===== src/sv/swfr_pkg.sv =====
// shared types and constants of the stop-and-wait frame receiver
package swfr_pkg;

    localparam int SWFR_PAYLOAD_BYTES = 31;

    localparam int BYTE_W      = 8;
    localparam int SIZE_W      = 16;
    localparam int LEN_W       = 5;
    localparam int CFG_IDX_W   = 1;
    localparam int CFG_DATA_W  = 16;

    // flags byte layout
    localparam int SEQ_POS       = 5;
    localparam int CHUNK_END_POS = 6;
    localparam int XFER_END_POS  = 7;

    localparam logic [CFG_IDX_W-1:0] CFG_FULL_SEG_SIZE = 1'b0;
    localparam logic [CFG_IDX_W-1:0] CFG_ACK_PATTERN   = 1'b1;

    typedef enum logic [1:0] {
        KIND_DATA  = 2'd0,
        KIND_CHUNK = 2'd1,
        KIND_ACK   = 2'd2
    } out_kind_t;

    typedef enum logic [2:0] {
        ST_IDLE,
        ST_FETCH,
        ST_FETCH_LO,
        ST_DATA,
        ST_CHUNK,
        ST_ACK
    } state_t;

    // what the first store read after a flags beat is for
    typedef enum logic [1:0] {
        FETCH_NONE,
        FETCH_PRIOR,
        FETCH_FINAL_ONE,
        FETCH_FINAL_LONG
    } fetch_t;

endpackage


===== src/sv/stop_wait_frame_receiver_top.sv =====
// stop-and-wait frame receiver: config registers, frame store and sequencer
//
// s_ channel: one beat per decoded frame byte, PAYLOAD_BYTES payload bytes then
// the flags byte (length, sequence bit, end of chunk, end of transfer);
// s_frame_bad is looked at on the flags beat only.
// m_ channel: result beats, kind 0 payload byte, 1 chunk boundary with size,
// 2 acknowledgment; m_last_of_run marks the last beat caused by a flags beat.
// cfg channel: index 0 full_seg_size, index 1 ack_pattern, always ready; it is to be
// written by the user only while the block is idle; the block does not enforce it.
// A payload beat is written to the store and gives no result. After its flags beat
// a taken frame holds s_ready low for up to two store reads of the prior byte or
// the size bytes, the delivery of its payload bytes (one store read per byte
// through the single read port), then its boundary beat, if any, and its
// acknowledgment beat. A bad or out-of-order frame gives only its acknowledgment.
// Results leave through one output register; the next frame's bytes are
// accepted while the acknowledgment still waits there. A stalled m_ready
// holds the sequencer, and s_ready stays low until the frame's results are
// all in the output register.
// Reset clears sequence, position and done state; the store needs no clear.
// After the closing acknowledgment all further beats are taken and dropped.
module stop_wait_frame_receiver_top
    import swfr_pkg::*;
#(
    parameter int PAYLOAD_BYTES = SWFR_PAYLOAD_BYTES
) (
    input  logic                  aclk,
    input  logic                  aresetn,
    input  logic                  s_valid,
    output logic                  s_ready,
    input  logic [BYTE_W-1:0]     s_frame_byte,
    input  logic                  s_frame_bad,
    output logic                  m_valid,
    input  logic                  m_ready,
    output logic [1:0]            m_out_kind,
    output logic [BYTE_W-1:0]     m_data_byte,
    output logic [SIZE_W-1:0]     m_seg_size,
    output logic [BYTE_W-1:0]     m_ack_byte,
    output logic                  m_transfer_done,
    output logic                  m_last_of_run,
    input  logic                  cfg_valid,
    output logic                  cfg_ready,
    input  logic [CFG_IDX_W-1:0]  cfg_index,
    input  logic [CFG_DATA_W-1:0] cfg_data
);

    localparam int ADDR_W = $clog2(PAYLOAD_BYTES);

    logic [SIZE_W-1:0] full_seg_size_reg, full_seg_size_next;
    logic [BYTE_W-1:0] ack_pattern_reg, ack_pattern_next;

    logic              mem_wr_en, mem_rd_en;
    logic [ADDR_W-1:0] mem_wr_addr, mem_rd_addr;
    logic [BYTE_W-1:0] mem_wr_data, mem_rd_data;

    assign cfg_ready = 1'b1;

    always_comb begin
        full_seg_size_next = full_seg_size_reg;
        ack_pattern_next   = ack_pattern_reg;
        if (cfg_valid) begin
            unique case (cfg_index)
                CFG_FULL_SEG_SIZE: full_seg_size_next = cfg_data[SIZE_W-1:0];
                CFG_ACK_PATTERN:   ack_pattern_next   = cfg_data[BYTE_W-1:0];
            endcase
        end
    end

    always_ff @(posedge aclk) begin
        if (!aresetn) begin
            full_seg_size_reg <= '0;
            ack_pattern_reg   <= '0;
        end else begin
            full_seg_size_reg <= full_seg_size_next;
            ack_pattern_reg   <= ack_pattern_next;
        end
    end

    swfr_ram #(
        .WIDTH (BYTE_W),
        .DEPTH (PAYLOAD_BYTES)
    ) u_store (
        .aclk    (aclk),
        .wr_en   (mem_wr_en),
        .wr_addr (mem_wr_addr),
        .wr_data (mem_wr_data),
        .rd_en   (mem_rd_en),
        .rd_addr (mem_rd_addr),
        .rd_data (mem_rd_data)
    );

    swfr_core #(
        .PAYLOAD_BYTES (PAYLOAD_BYTES)
    ) u_core (
        .aclk            (aclk),
        .aresetn         (aresetn),
        .s_valid         (s_valid),
        .s_ready         (s_ready),
        .s_frame_byte    (s_frame_byte),
        .s_frame_bad     (s_frame_bad),
        .m_valid         (m_valid),
        .m_ready         (m_ready),
        .m_out_kind      (m_out_kind),
        .m_data_byte     (m_data_byte),
        .m_seg_size      (m_seg_size),
        .m_ack_byte      (m_ack_byte),
        .m_transfer_done (m_transfer_done),
        .m_last_of_run   (m_last_of_run),
        .full_seg_size   (full_seg_size_reg),
        .ack_pattern     (ack_pattern_reg),
        .mem_wr_en       (mem_wr_en),
        .mem_wr_addr     (mem_wr_addr),
        .mem_wr_data     (mem_wr_data),
        .mem_rd_en       (mem_rd_en),
        .mem_rd_addr     (mem_rd_addr),
        .mem_rd_data     (mem_rd_data)
    );

endmodule


===== src/sv/swfr_ram.sv =====
// generic single-clock ram, one write port and one registered read port
module swfr_ram #(
    parameter int WIDTH = 8,
    parameter int DEPTH = 31
) (
    input  logic                     aclk,
    input  logic                     wr_en,
    input  logic [$clog2(DEPTH)-1:0] wr_addr,
    input  logic [WIDTH-1:0]         wr_data,
    input  logic                     rd_en,
    input  logic [$clog2(DEPTH)-1:0] rd_addr,
    output logic [WIDTH-1:0]         rd_data
);

    logic [WIDTH-1:0] mem_reg [DEPTH];
    logic [WIDTH-1:0] rd_data_reg;

    always_ff @(posedge aclk) begin
        if (wr_en) begin
            mem_reg[wr_addr] <= wr_data;
        end
        if (rd_en) begin
            rd_data_reg <= mem_reg[rd_addr];
        end
    end

    assign rd_data = rd_data_reg;

endmodule


===== src/sv/swfr_core.sv =====
// frame sequencer: store writes, flags decode, delivery reads and result register
module swfr_core
    import swfr_pkg::*;
#(
    parameter int PAYLOAD_BYTES = SWFR_PAYLOAD_BYTES
) (
    input  logic                             aclk,
    input  logic                             aresetn,
    input  logic                             s_valid,
    output logic                             s_ready,
    input  logic [BYTE_W-1:0]                s_frame_byte,
    input  logic                             s_frame_bad,
    output logic                             m_valid,
    input  logic                             m_ready,
    output logic [1:0]                       m_out_kind,
    output logic [BYTE_W-1:0]                m_data_byte,
    output logic [SIZE_W-1:0]                m_seg_size,
    output logic [BYTE_W-1:0]                m_ack_byte,
    output logic                             m_transfer_done,
    output logic                             m_last_of_run,
    input  logic [SIZE_W-1:0]                full_seg_size,
    input  logic [BYTE_W-1:0]                ack_pattern,
    output logic                             mem_wr_en,
    output logic [$clog2(PAYLOAD_BYTES)-1:0] mem_wr_addr,
    output logic [BYTE_W-1:0]                mem_wr_data,
    output logic                             mem_rd_en,
    output logic [$clog2(PAYLOAD_BYTES)-1:0] mem_rd_addr,
    input  logic [BYTE_W-1:0]                mem_rd_data
);

    localparam int ADDR_W = $clog2(PAYLOAD_BYTES);
    localparam int POS_W  = $clog2(PAYLOAD_BYTES + 1);
    localparam logic [POS_W-1:0] P_POS = POS_W'(PAYLOAD_BYTES);

    state_t              state_reg, state_next;
    logic [POS_W-1:0]    pos_reg, pos_next;
    logic                seq_reg, seq_next;
    logic                done_reg, done_next;
    logic [BYTE_W-1:0]   prior_reg, prior_next;
    logic [POS_W-1:0]    deliver_reg, deliver_next;
    logic [POS_W-1:0]    idx_reg, idx_next;
    logic                boundary_reg, boundary_next;
    logic                final_reg, final_next;
    fetch_t              fetch_reg, fetch_next;
    logic [ADDR_W-1:0]   lo_addr_reg, lo_addr_next;
    logic [SIZE_W-1:0]   size_reg, size_next;
    logic                rd_pend_reg, rd_pend_next;

    logic                m_valid_reg, m_valid_next;
    out_kind_t           kind_reg, kind_next;
    logic [BYTE_W-1:0]   data_reg, data_next;
    logic [SIZE_W-1:0]   osize_reg, osize_next;
    logic [BYTE_W-1:0]   ack_reg, ack_next;
    logic                tdone_reg, tdone_next;
    logic                last_reg, last_next;

    // flags decode
    logic [LEN_W-1:0]    len_raw;
    logic [POS_W-1:0]    len_clip, len_m1, len_m2;
    logic                is_flags, frame_ok, chunk_end, xfer_end;
    fetch_t              fetch_d;
    logic [POS_W-1:0]    deliver_d;
    logic [ADDR_W-1:0]   acc_addr;
    logic [SIZE_W-1:0]   size_d;

    // control
    logic                out_free, load_beat, issue, data_done;
    out_kind_t           beat_kind;
    logic [BYTE_W-1:0]   beat_data, beat_ack;
    logic [SIZE_W-1:0]   beat_size;
    logic                beat_done, beat_last;
    logic                flags_fire, payload_fire;

    assign len_raw   = s_frame_byte[LEN_W-1:0];
    assign len_clip  = (len_raw > LEN_W'(PAYLOAD_BYTES)) ? P_POS : len_raw[POS_W-1:0];
    assign len_m1    = len_clip - POS_W'(1);
    assign len_m2    = len_clip - POS_W'(2);
    assign is_flags  = (pos_reg == P_POS);
    assign frame_ok  = !s_frame_bad && (s_frame_byte[SEQ_POS] == seq_reg);
    assign chunk_end = s_frame_byte[CHUNK_END_POS];
    assign xfer_end  = s_frame_byte[XFER_END_POS];

    always_comb begin
        fetch_d   = FETCH_NONE;
        deliver_d = len_clip;
        acc_addr  = '0;
        size_d    = full_seg_size;
        if (chunk_end && xfer_end) begin
            // final frame: size comes from the tail of the payload or the prior frame
            if (len_clip >= POS_W'(2)) begin
                fetch_d   = FETCH_FINAL_LONG;
                deliver_d = len_m2;
                acc_addr  = len_m2[ADDR_W-1:0];
            end else if (len_clip == POS_W'(1)) begin
                fetch_d   = FETCH_FINAL_ONE;
                deliver_d = '0;
            end else begin
                deliver_d = '0;
                size_d    = {{(SIZE_W-BYTE_W){1'b0}}, prior_reg};
            end
        end else if (!chunk_end && len_clip != '0) begin
            fetch_d  = FETCH_PRIOR;
            acc_addr = len_m1[ADDR_W-1:0];
        end
    end

    assign out_free     = !m_valid_reg || m_ready;
    assign data_done    = (idx_reg == deliver_reg) && !rd_pend_reg;
    assign flags_fire   = (state_reg == ST_IDLE) && s_valid && !done_reg && is_flags;
    assign payload_fire = (state_reg == ST_IDLE) && s_valid && !done_reg && !is_flags;

    // next state
    always_comb begin
        state_next = state_reg;
        unique case (state_reg)
            ST_IDLE: begin
                if (flags_fire) begin
                    priority if (!frame_ok)              state_next = ST_ACK;
                    else if (fetch_d != FETCH_NONE)      state_next = ST_FETCH;
                    else                                 state_next = ST_DATA;
                end
            end
            ST_FETCH: begin
                state_next = (fetch_reg == FETCH_FINAL_LONG) ? ST_FETCH_LO : ST_DATA;
            end
            ST_FETCH_LO: begin
                state_next = ST_DATA;
            end
            ST_DATA: begin
                if (data_done) begin
                    state_next = boundary_reg ? ST_CHUNK : ST_ACK;
                end
            end
            ST_CHUNK: begin
                if (out_free) begin
                    state_next = ST_ACK;
                end
            end
            ST_ACK: begin
                if (out_free) begin
                    state_next = ST_IDLE;
                end
            end
            default: state_next = ST_IDLE;
        endcase
    end

    // outputs of the state machine
    always_comb begin
        s_ready     = 1'b0;
        mem_rd_en   = 1'b0;
        mem_rd_addr = '0;
        issue       = 1'b0;
        load_beat   = 1'b0;
        beat_kind   = KIND_ACK;
        beat_data   = '0;
        beat_size   = '0;
        beat_ack    = '0;
        beat_done   = 1'b0;
        beat_last   = 1'b0;
        unique case (state_reg)
            ST_IDLE: begin
                s_ready = 1'b1;
                if (flags_fire && frame_ok && fetch_d != FETCH_NONE) begin
                    mem_rd_en   = 1'b1;
                    mem_rd_addr = acc_addr;
                end
            end
            ST_FETCH: begin
                if (fetch_reg == FETCH_FINAL_LONG) begin
                    mem_rd_en   = 1'b1;
                    mem_rd_addr = lo_addr_reg;
                end
            end
            ST_FETCH_LO: begin
            end
            ST_DATA: begin
                // a read is issued when no read is pending or the pending one is taken this cycle
                load_beat = rd_pend_reg && out_free;
                beat_kind = KIND_DATA;
                beat_data = mem_rd_data;
                issue     = (idx_reg != deliver_reg) && (!rd_pend_reg || load_beat);
                mem_rd_en   = issue;
                mem_rd_addr = idx_reg[ADDR_W-1:0];
            end
            ST_CHUNK: begin
                load_beat = out_free;
                beat_kind = KIND_CHUNK;
                beat_size = size_reg;
            end
            ST_ACK: begin
                load_beat = out_free;
                beat_kind = KIND_ACK;
                beat_ack  = {ack_pattern[BYTE_W-1:1], ack_pattern[0] | seq_reg};
                beat_done = final_reg;
                beat_last = 1'b1;
            end
            default: begin
            end
        endcase
    end

    assign mem_wr_en   = payload_fire;
    assign mem_wr_addr = pos_reg[ADDR_W-1:0];
    assign mem_wr_data = s_frame_byte;

    // datapath next values
    always_comb begin
        pos_next      = pos_reg;
        seq_next      = seq_reg;
        done_next     = done_reg;
        prior_next    = prior_reg;
        deliver_next  = deliver_reg;
        idx_next      = idx_reg;
        boundary_next = boundary_reg;
        final_next    = final_reg;
        fetch_next    = fetch_reg;
        lo_addr_next  = lo_addr_reg;
        size_next     = size_reg;
        rd_pend_next  = rd_pend_reg;

        if (payload_fire) begin
            pos_next = pos_reg + POS_W'(1);
        end
        if (flags_fire) begin
            pos_next     = '0;
            idx_next     = '0;
            rd_pend_next = 1'b0;
            lo_addr_next = len_m1[ADDR_W-1:0];
            size_next    = size_d;
            if (frame_ok) begin
                seq_next      = !seq_reg;
                deliver_next  = deliver_d;
                boundary_next = chunk_end;
                final_next    = chunk_end && xfer_end;
                fetch_next    = fetch_d;
            end else begin
                deliver_next  = '0;
                boundary_next = 1'b0;
                final_next    = 1'b0;
                fetch_next    = FETCH_NONE;
            end
        end

        if (state_reg == ST_FETCH) begin
            unique case (fetch_reg)
                FETCH_FINAL_LONG: size_next = {mem_rd_data, size_reg[BYTE_W-1:0]};
                FETCH_FINAL_ONE:  size_next = {prior_reg, mem_rd_data};
                FETCH_PRIOR:      prior_next = mem_rd_data;
                FETCH_NONE:       size_next = size_reg;
            endcase
        end
        if (state_reg == ST_FETCH_LO) begin
            size_next = {size_reg[SIZE_W-1:BYTE_W], mem_rd_data};
        end

        if (state_reg == ST_DATA) begin
            if (issue) begin
                idx_next = idx_reg + POS_W'(1);
            end
            rd_pend_next = issue || (rd_pend_reg && !load_beat);
        end

        if (state_reg == ST_ACK && out_free) begin
            done_next = final_reg;
        end
    end

    // result register
    always_comb begin
        m_valid_next = m_valid_reg;
        kind_next    = kind_reg;
        data_next    = data_reg;
        osize_next   = osize_reg;
        ack_next     = ack_reg;
        tdone_next   = tdone_reg;
        last_next    = last_reg;
        if (load_beat) begin
            m_valid_next = 1'b1;
            kind_next    = beat_kind;
            data_next    = beat_data;
            osize_next   = beat_size;
            ack_next     = beat_ack;
            tdone_next   = beat_done;
            last_next    = beat_last;
        end else if (m_ready) begin
            m_valid_next = 1'b0;
        end
    end

    always_ff @(posedge aclk) begin
        if (!aresetn) begin
            state_reg    <= ST_IDLE;
            pos_reg      <= '0;
            seq_reg      <= 1'b0;
            done_reg     <= 1'b0;
            prior_reg    <= '0;
            deliver_reg  <= '0;
            idx_reg      <= '0;
            boundary_reg <= 1'b0;
            final_reg    <= 1'b0;
            fetch_reg    <= FETCH_NONE;
            rd_pend_reg  <= 1'b0;
            m_valid_reg  <= 1'b0;
        end else begin
            state_reg    <= state_next;
            pos_reg      <= pos_next;
            seq_reg      <= seq_next;
            done_reg     <= done_next;
            prior_reg    <= prior_next;
            deliver_reg  <= deliver_next;
            idx_reg      <= idx_next;
            boundary_reg <= boundary_next;
            final_reg    <= final_next;
            fetch_reg    <= fetch_next;
            rd_pend_reg  <= rd_pend_next;
            m_valid_reg  <= m_valid_next;
        end
    end

    always_ff @(posedge aclk) begin
        lo_addr_reg <= lo_addr_next;
        size_reg    <= size_next;
        kind_reg    <= kind_next;
        data_reg    <= data_next;
        osize_reg   <= osize_next;
        ack_reg     <= ack_next;
        tdone_reg   <= tdone_next;
        last_reg    <= last_next;
    end

    assign m_valid         = m_valid_reg;
    assign m_out_kind      = kind_reg;
    assign m_data_byte     = data_reg;
    assign m_seg_size      = osize_reg;
    assign m_ack_byte      = ack_reg;
    assign m_transfer_done = tdone_reg;
    assign m_last_of_run   = last_reg;

endmodule


===== config.mk =====
export PLATFORM = sky130hd
export DESIGN_NAME = stop_wait_frame_receiver_top
export DESIGN_NICKNAME = d
export VERILOG_FILES = /design/src/sv/swfr_pkg.sv /design/src/sv/stop_wait_frame_receiver_top.sv /design/src/sv/swfr_ram.sv /design/src/sv/swfr_core.sv
export SDC_FILE = /design/constraint.sdc
export NUM_CORES = 1
export LEC_CHECK = 0
export ABC_AREA = 1
export BUFFER_PORTS_ARGS = -buffer_cell sky130_fd_sc_hd__buf_2
export CAP_MARGIN = 20
export CORE_AREA = 8 8 197 199
export CTS_BUF_LIST = sky130_fd_sc_hd__clkbuf_2
export CTS_CLUSTER_SIZE = 20
export DETAILED_ROUTE_END_ITERATION = 10
export DIE_AREA = 0 0 205 207
export SETUP_SLACK_MARGIN = 0.5
export SLEW_MARGIN = 20
export SYNTH_ARGS = -nofsm -noshare
export SYNTH_HDL_FRONTEND = slang
export SYNTH_HIERARCHICAL = 1
export SYNTH_SLANG_ARGS = --single-unit

===== constraint.sdc =====
create_clock -name aclk -period 3.45 [get_ports aclk]
set_clock_uncertainty 0.15 [all_clocks]
set_input_delay 0.345 -clock aclk [delete_from_list [all_inputs] [get_ports aclk]]
set_output_delay 0.345 -clock aclk [all_outputs]
set_load 0.02 [all_outputs]

==> impl_metrics.tcl <==
set metrics [dict create \
    whs_endpoint "ack_pattern_reg[7]" \
    synth.cell_area_um2 16100 \
    slew_headroom 0.2861 \
    synth-edff-count 313 \
    min_path_cells 4 \
    grt_usage 0.2005 \
    initial_core_util 0.4484 \
    top_layer "met4" \
    crit_required_ns 4.10 \
    drtPass1Iterations 5 \
    detail_route.wl_per_cell_um 19.06 \
    ys.warnings.count 6 \
    yosysSeqAreaShare 0.6558 \
    wl_met1_um 18600 \
    tns_ns 0 \
    synth-main-ff-cell "edfxtp_1" \
    grt_antenna_before_repair 2 \
    grt_max_degree 55 \
    ys_ff_latch 371 \
    drive_gt1_frac 0.2452 \
    die-width_um 205 \
    clkTransAtPathRegs_ns 0.11 \
    cts_buffer_depth 3 \
    syn-num-nets 1623 \
    num_vias 12720 \
    dp_hpwl_um 26140 \
    viasPerCell 5.327 \
    post_synth_num_cell_types 40 \
    synth_cells 1585 \
    drv_cap 0 \
    r2r_setup_slack_ns 0.49 \
    cp_data_arrival_time_ns 3.61 \
    fin_nets 1885 \
    die-area_um2 42440 \
    hold_viol 0 \
    status "complete, no violations" \
    first_iter_violations 1177 \
    htreeDepth 3 \
    crit_path_max_fanout 8 \
    wl_um 45520 \
    reg2reg_depth 20 \
    fin_util 0.5534 \
    vdd_drop_max_uv 321.9 \
    period_share 0.8585 \
    portBuffers 68 \
    die_h_um 207 \
    timing.rr.end "u_store/rd_data[6]" \
    drv_slew 0 \
    critical_path.startpoint_type "register" \
    min_from "cfg_data[7]" \
    ant_nets 0 \
    power_density_nw_per_um2 513.8 \
    ios 70 \
    met2_length_um 22040 \
    cellLeakagePower_uw 0.008000 \
    grt_pass1_vias 12350 \
    rsz0062_at_grt "yes" \
    avgSynthCellArea_um2 10.16 \
    hold_slack_ns 0.07349 \
    cts_tree "built" \
    setup_violations 0 \
    rr_startpoint "u_core/mem_wr_addr[1]" \
    drc 0 \
    max_slew.worst_pin.slew_ns 1.067 \
    coreArea_um2 35910 \
    clock_sinks 371 \
    hp-class "input pin to register" \
    clock_latency_ns 1.03 \
    largest_reg_flops 248 \
    gp_congestion 0.8619 \
    fmax_mhz 337.6 \
    grt_pass1_wl_um 67280 \
    cts_made_buffers 96 \
    core.rowCount 70 \
    worstSetupEndpointType "register" \
    met3RoutedLength_um 3452 \
    async_flop_share 0 \
    root_buffer "clkbuf_2" \
    path_class "register to register" \
    min_period_ns 2.962 \
    grt_remaining_overflow 0 \
    area_growth_pct 23.40 \
]
## layout by cell type, fill, tap and decap left out, types with 6 or more instances in the layout
master	netlist	routed
a22oi_1	10	10
buf_2	41	68
nand2_1	445	402
dfxtp_1	58	54
inv_2	12	11
clkinv_1	4	27
nand3_2	11	62
edfxtp_1	313	313
buf_12	1	10
dlygate4sd3_1	0	76
clkbuf_2	0	135
inv_1	103	102
o21ai_1	32	31
o21ai_0	34	33
buf_4	19	71
nor2_1	142	139
clkbuf_16	0	10
nand3_1	238	186
nor2_2	12	13
nand2_4	1	7
a21oi_1	39	39
nand2_2	2	39
xor2_1	6	6
## cell usage after synthesis (all sizes together), types with 5 or more instances
cell type	instances	share of area
nor2	158	0.041
dfxtp	58	0.072
ha	7	0.0054
buf	68	0.026
clkbuf	14	0.0033
nand2	448	0.11
inv	117	0.028
nor3	5	0.0037
a22oi	10	0.0047
nand4	5	0.0019
xor2	6	0.0033
nand3	249	0.081
edfxtp	313	0.58
o21ai	67	0.021
a21oi	39	0.012
## logic make-up (layout without fill, tap and decap cells)
| group | count (synthesis) | in the layout | synth area share |
|---|---|---|---|
| DFF | 371 | 371 | 0.6558 |
| other | 1 | 4 | 0.0002329 |
| adders and majority gates | 7 | 7 | 0.005439 |
| and+or+nand+nor | 869 | 869 | 0.2343 |
| xor gates and xnor gates | 8 | 8 | 0.004351 |
| AOI/OAI and AO/OA | 126 | 126 | 0.04204 |
| buffers and inverters | 203 | 535 | 0.05781 |
## worst max path at each step
stage / from / to / slack [ns] / depth (start not counted)
floorplan: u_core/state_reg[1] / u_core/m_ack_byte[0] / 0.51 / 5
CTS: u_core/mem_wr_addr[1] / u_store/rd_data[2] / 0.51 / 18
global placement: s_frame_byte[2] / u_store/rd_data[2] / 0.06 / 24
detailed placement: s_frame_byte[2] / u_store/rd_data[2] / 0.01 / 24
finish: u_core/mem_wr_addr[1] / u_store/rd_data[6] / 0.49 / 20
global route: u_core/mem_wr_addr[1] / u_store/rd_data[7] / 0.39 / 20
## where the power goes
part / leakage (µW) / internal, µW / total, µW / switching, µW
combinational: 0.00401 / 544 / 1710 / 1170
sequential: 0.00333 / 5370 / 5530 / 163
clock: 0.000654 / 1200 / 2970 / 1760
## repair_timing
| action | CTS | global route |
|---|---|---|
| cloned | 3 | 12 |
| hold buffers | 76 | 1 |
| buffers inserted | 4 | 11 |
| pin swaps | 4 | 40 |
| endpoints found under the setup margin | 8 | 12 |
| hold endpoints to repair | 316 | 4 |
| gates resized for setup | 21 | 113 |
## layout make-up
| cell class | count | area [µm²] |
|---|---|---|
| Fill cell | 3138 | 16040 |
| Sequential cell | 371 | 10570 |
| Inverter | 121 | 479.2 |
| Tap cell | 468 | 585.6 |
| Clock buffer | 135 | 675.6 |
| Clock inverter | 33 | 185.2 |
| Timing Repair Buffer | 246 | 2283 |
| Antenna cell | 3 | 7.507 |
| Multi-Input combinational cell | 1011 | 5087 |
## layer usage
layer,vias up,track usage
met2,546,0.3294
met5,-,0
li1,5942,-
met1,6111,0.2504
met4,0,0.08333
met3,122,0.04744
## worst max-delay path, cell delays in order (launching register included)
cell and delay (ns):
dfxtp_4 0.37, ha_4 0.13, and3_4 0.19, ha_4 0.13, inv_4 0.04, nor2_4 0.13, nand2_4 0.07, nor2_4 0.15
inv_4 0.06, o21ai_4 0.19, clkinv_4 0.18, buf_12 0.20, clkbuf_16 0.20, nand2_2 0.07, nand3_2 0.08, nand3_2 0.09
nand2_1 0.05, nand2_1 0.06, nand2_1 0.06, nand2_1 0.08, nand2_1 0.06
## stage by stage
stage	total power (µW)	area [µm²]	std cells	worst slack, ns
3_5_place_dp	7218	17240	2110	0.009963
5_1_grt	10770	19870	2388	0.3876
6_report	10210	19870	2388	0.4880
3_3_place_gp	7206	17240	2110	0.06160
4_1_cts	10280	19050	2361	0.5125
2_1_floorplan	6623	16110	1585	0.5074
Power figures use the tool's default switching activity.
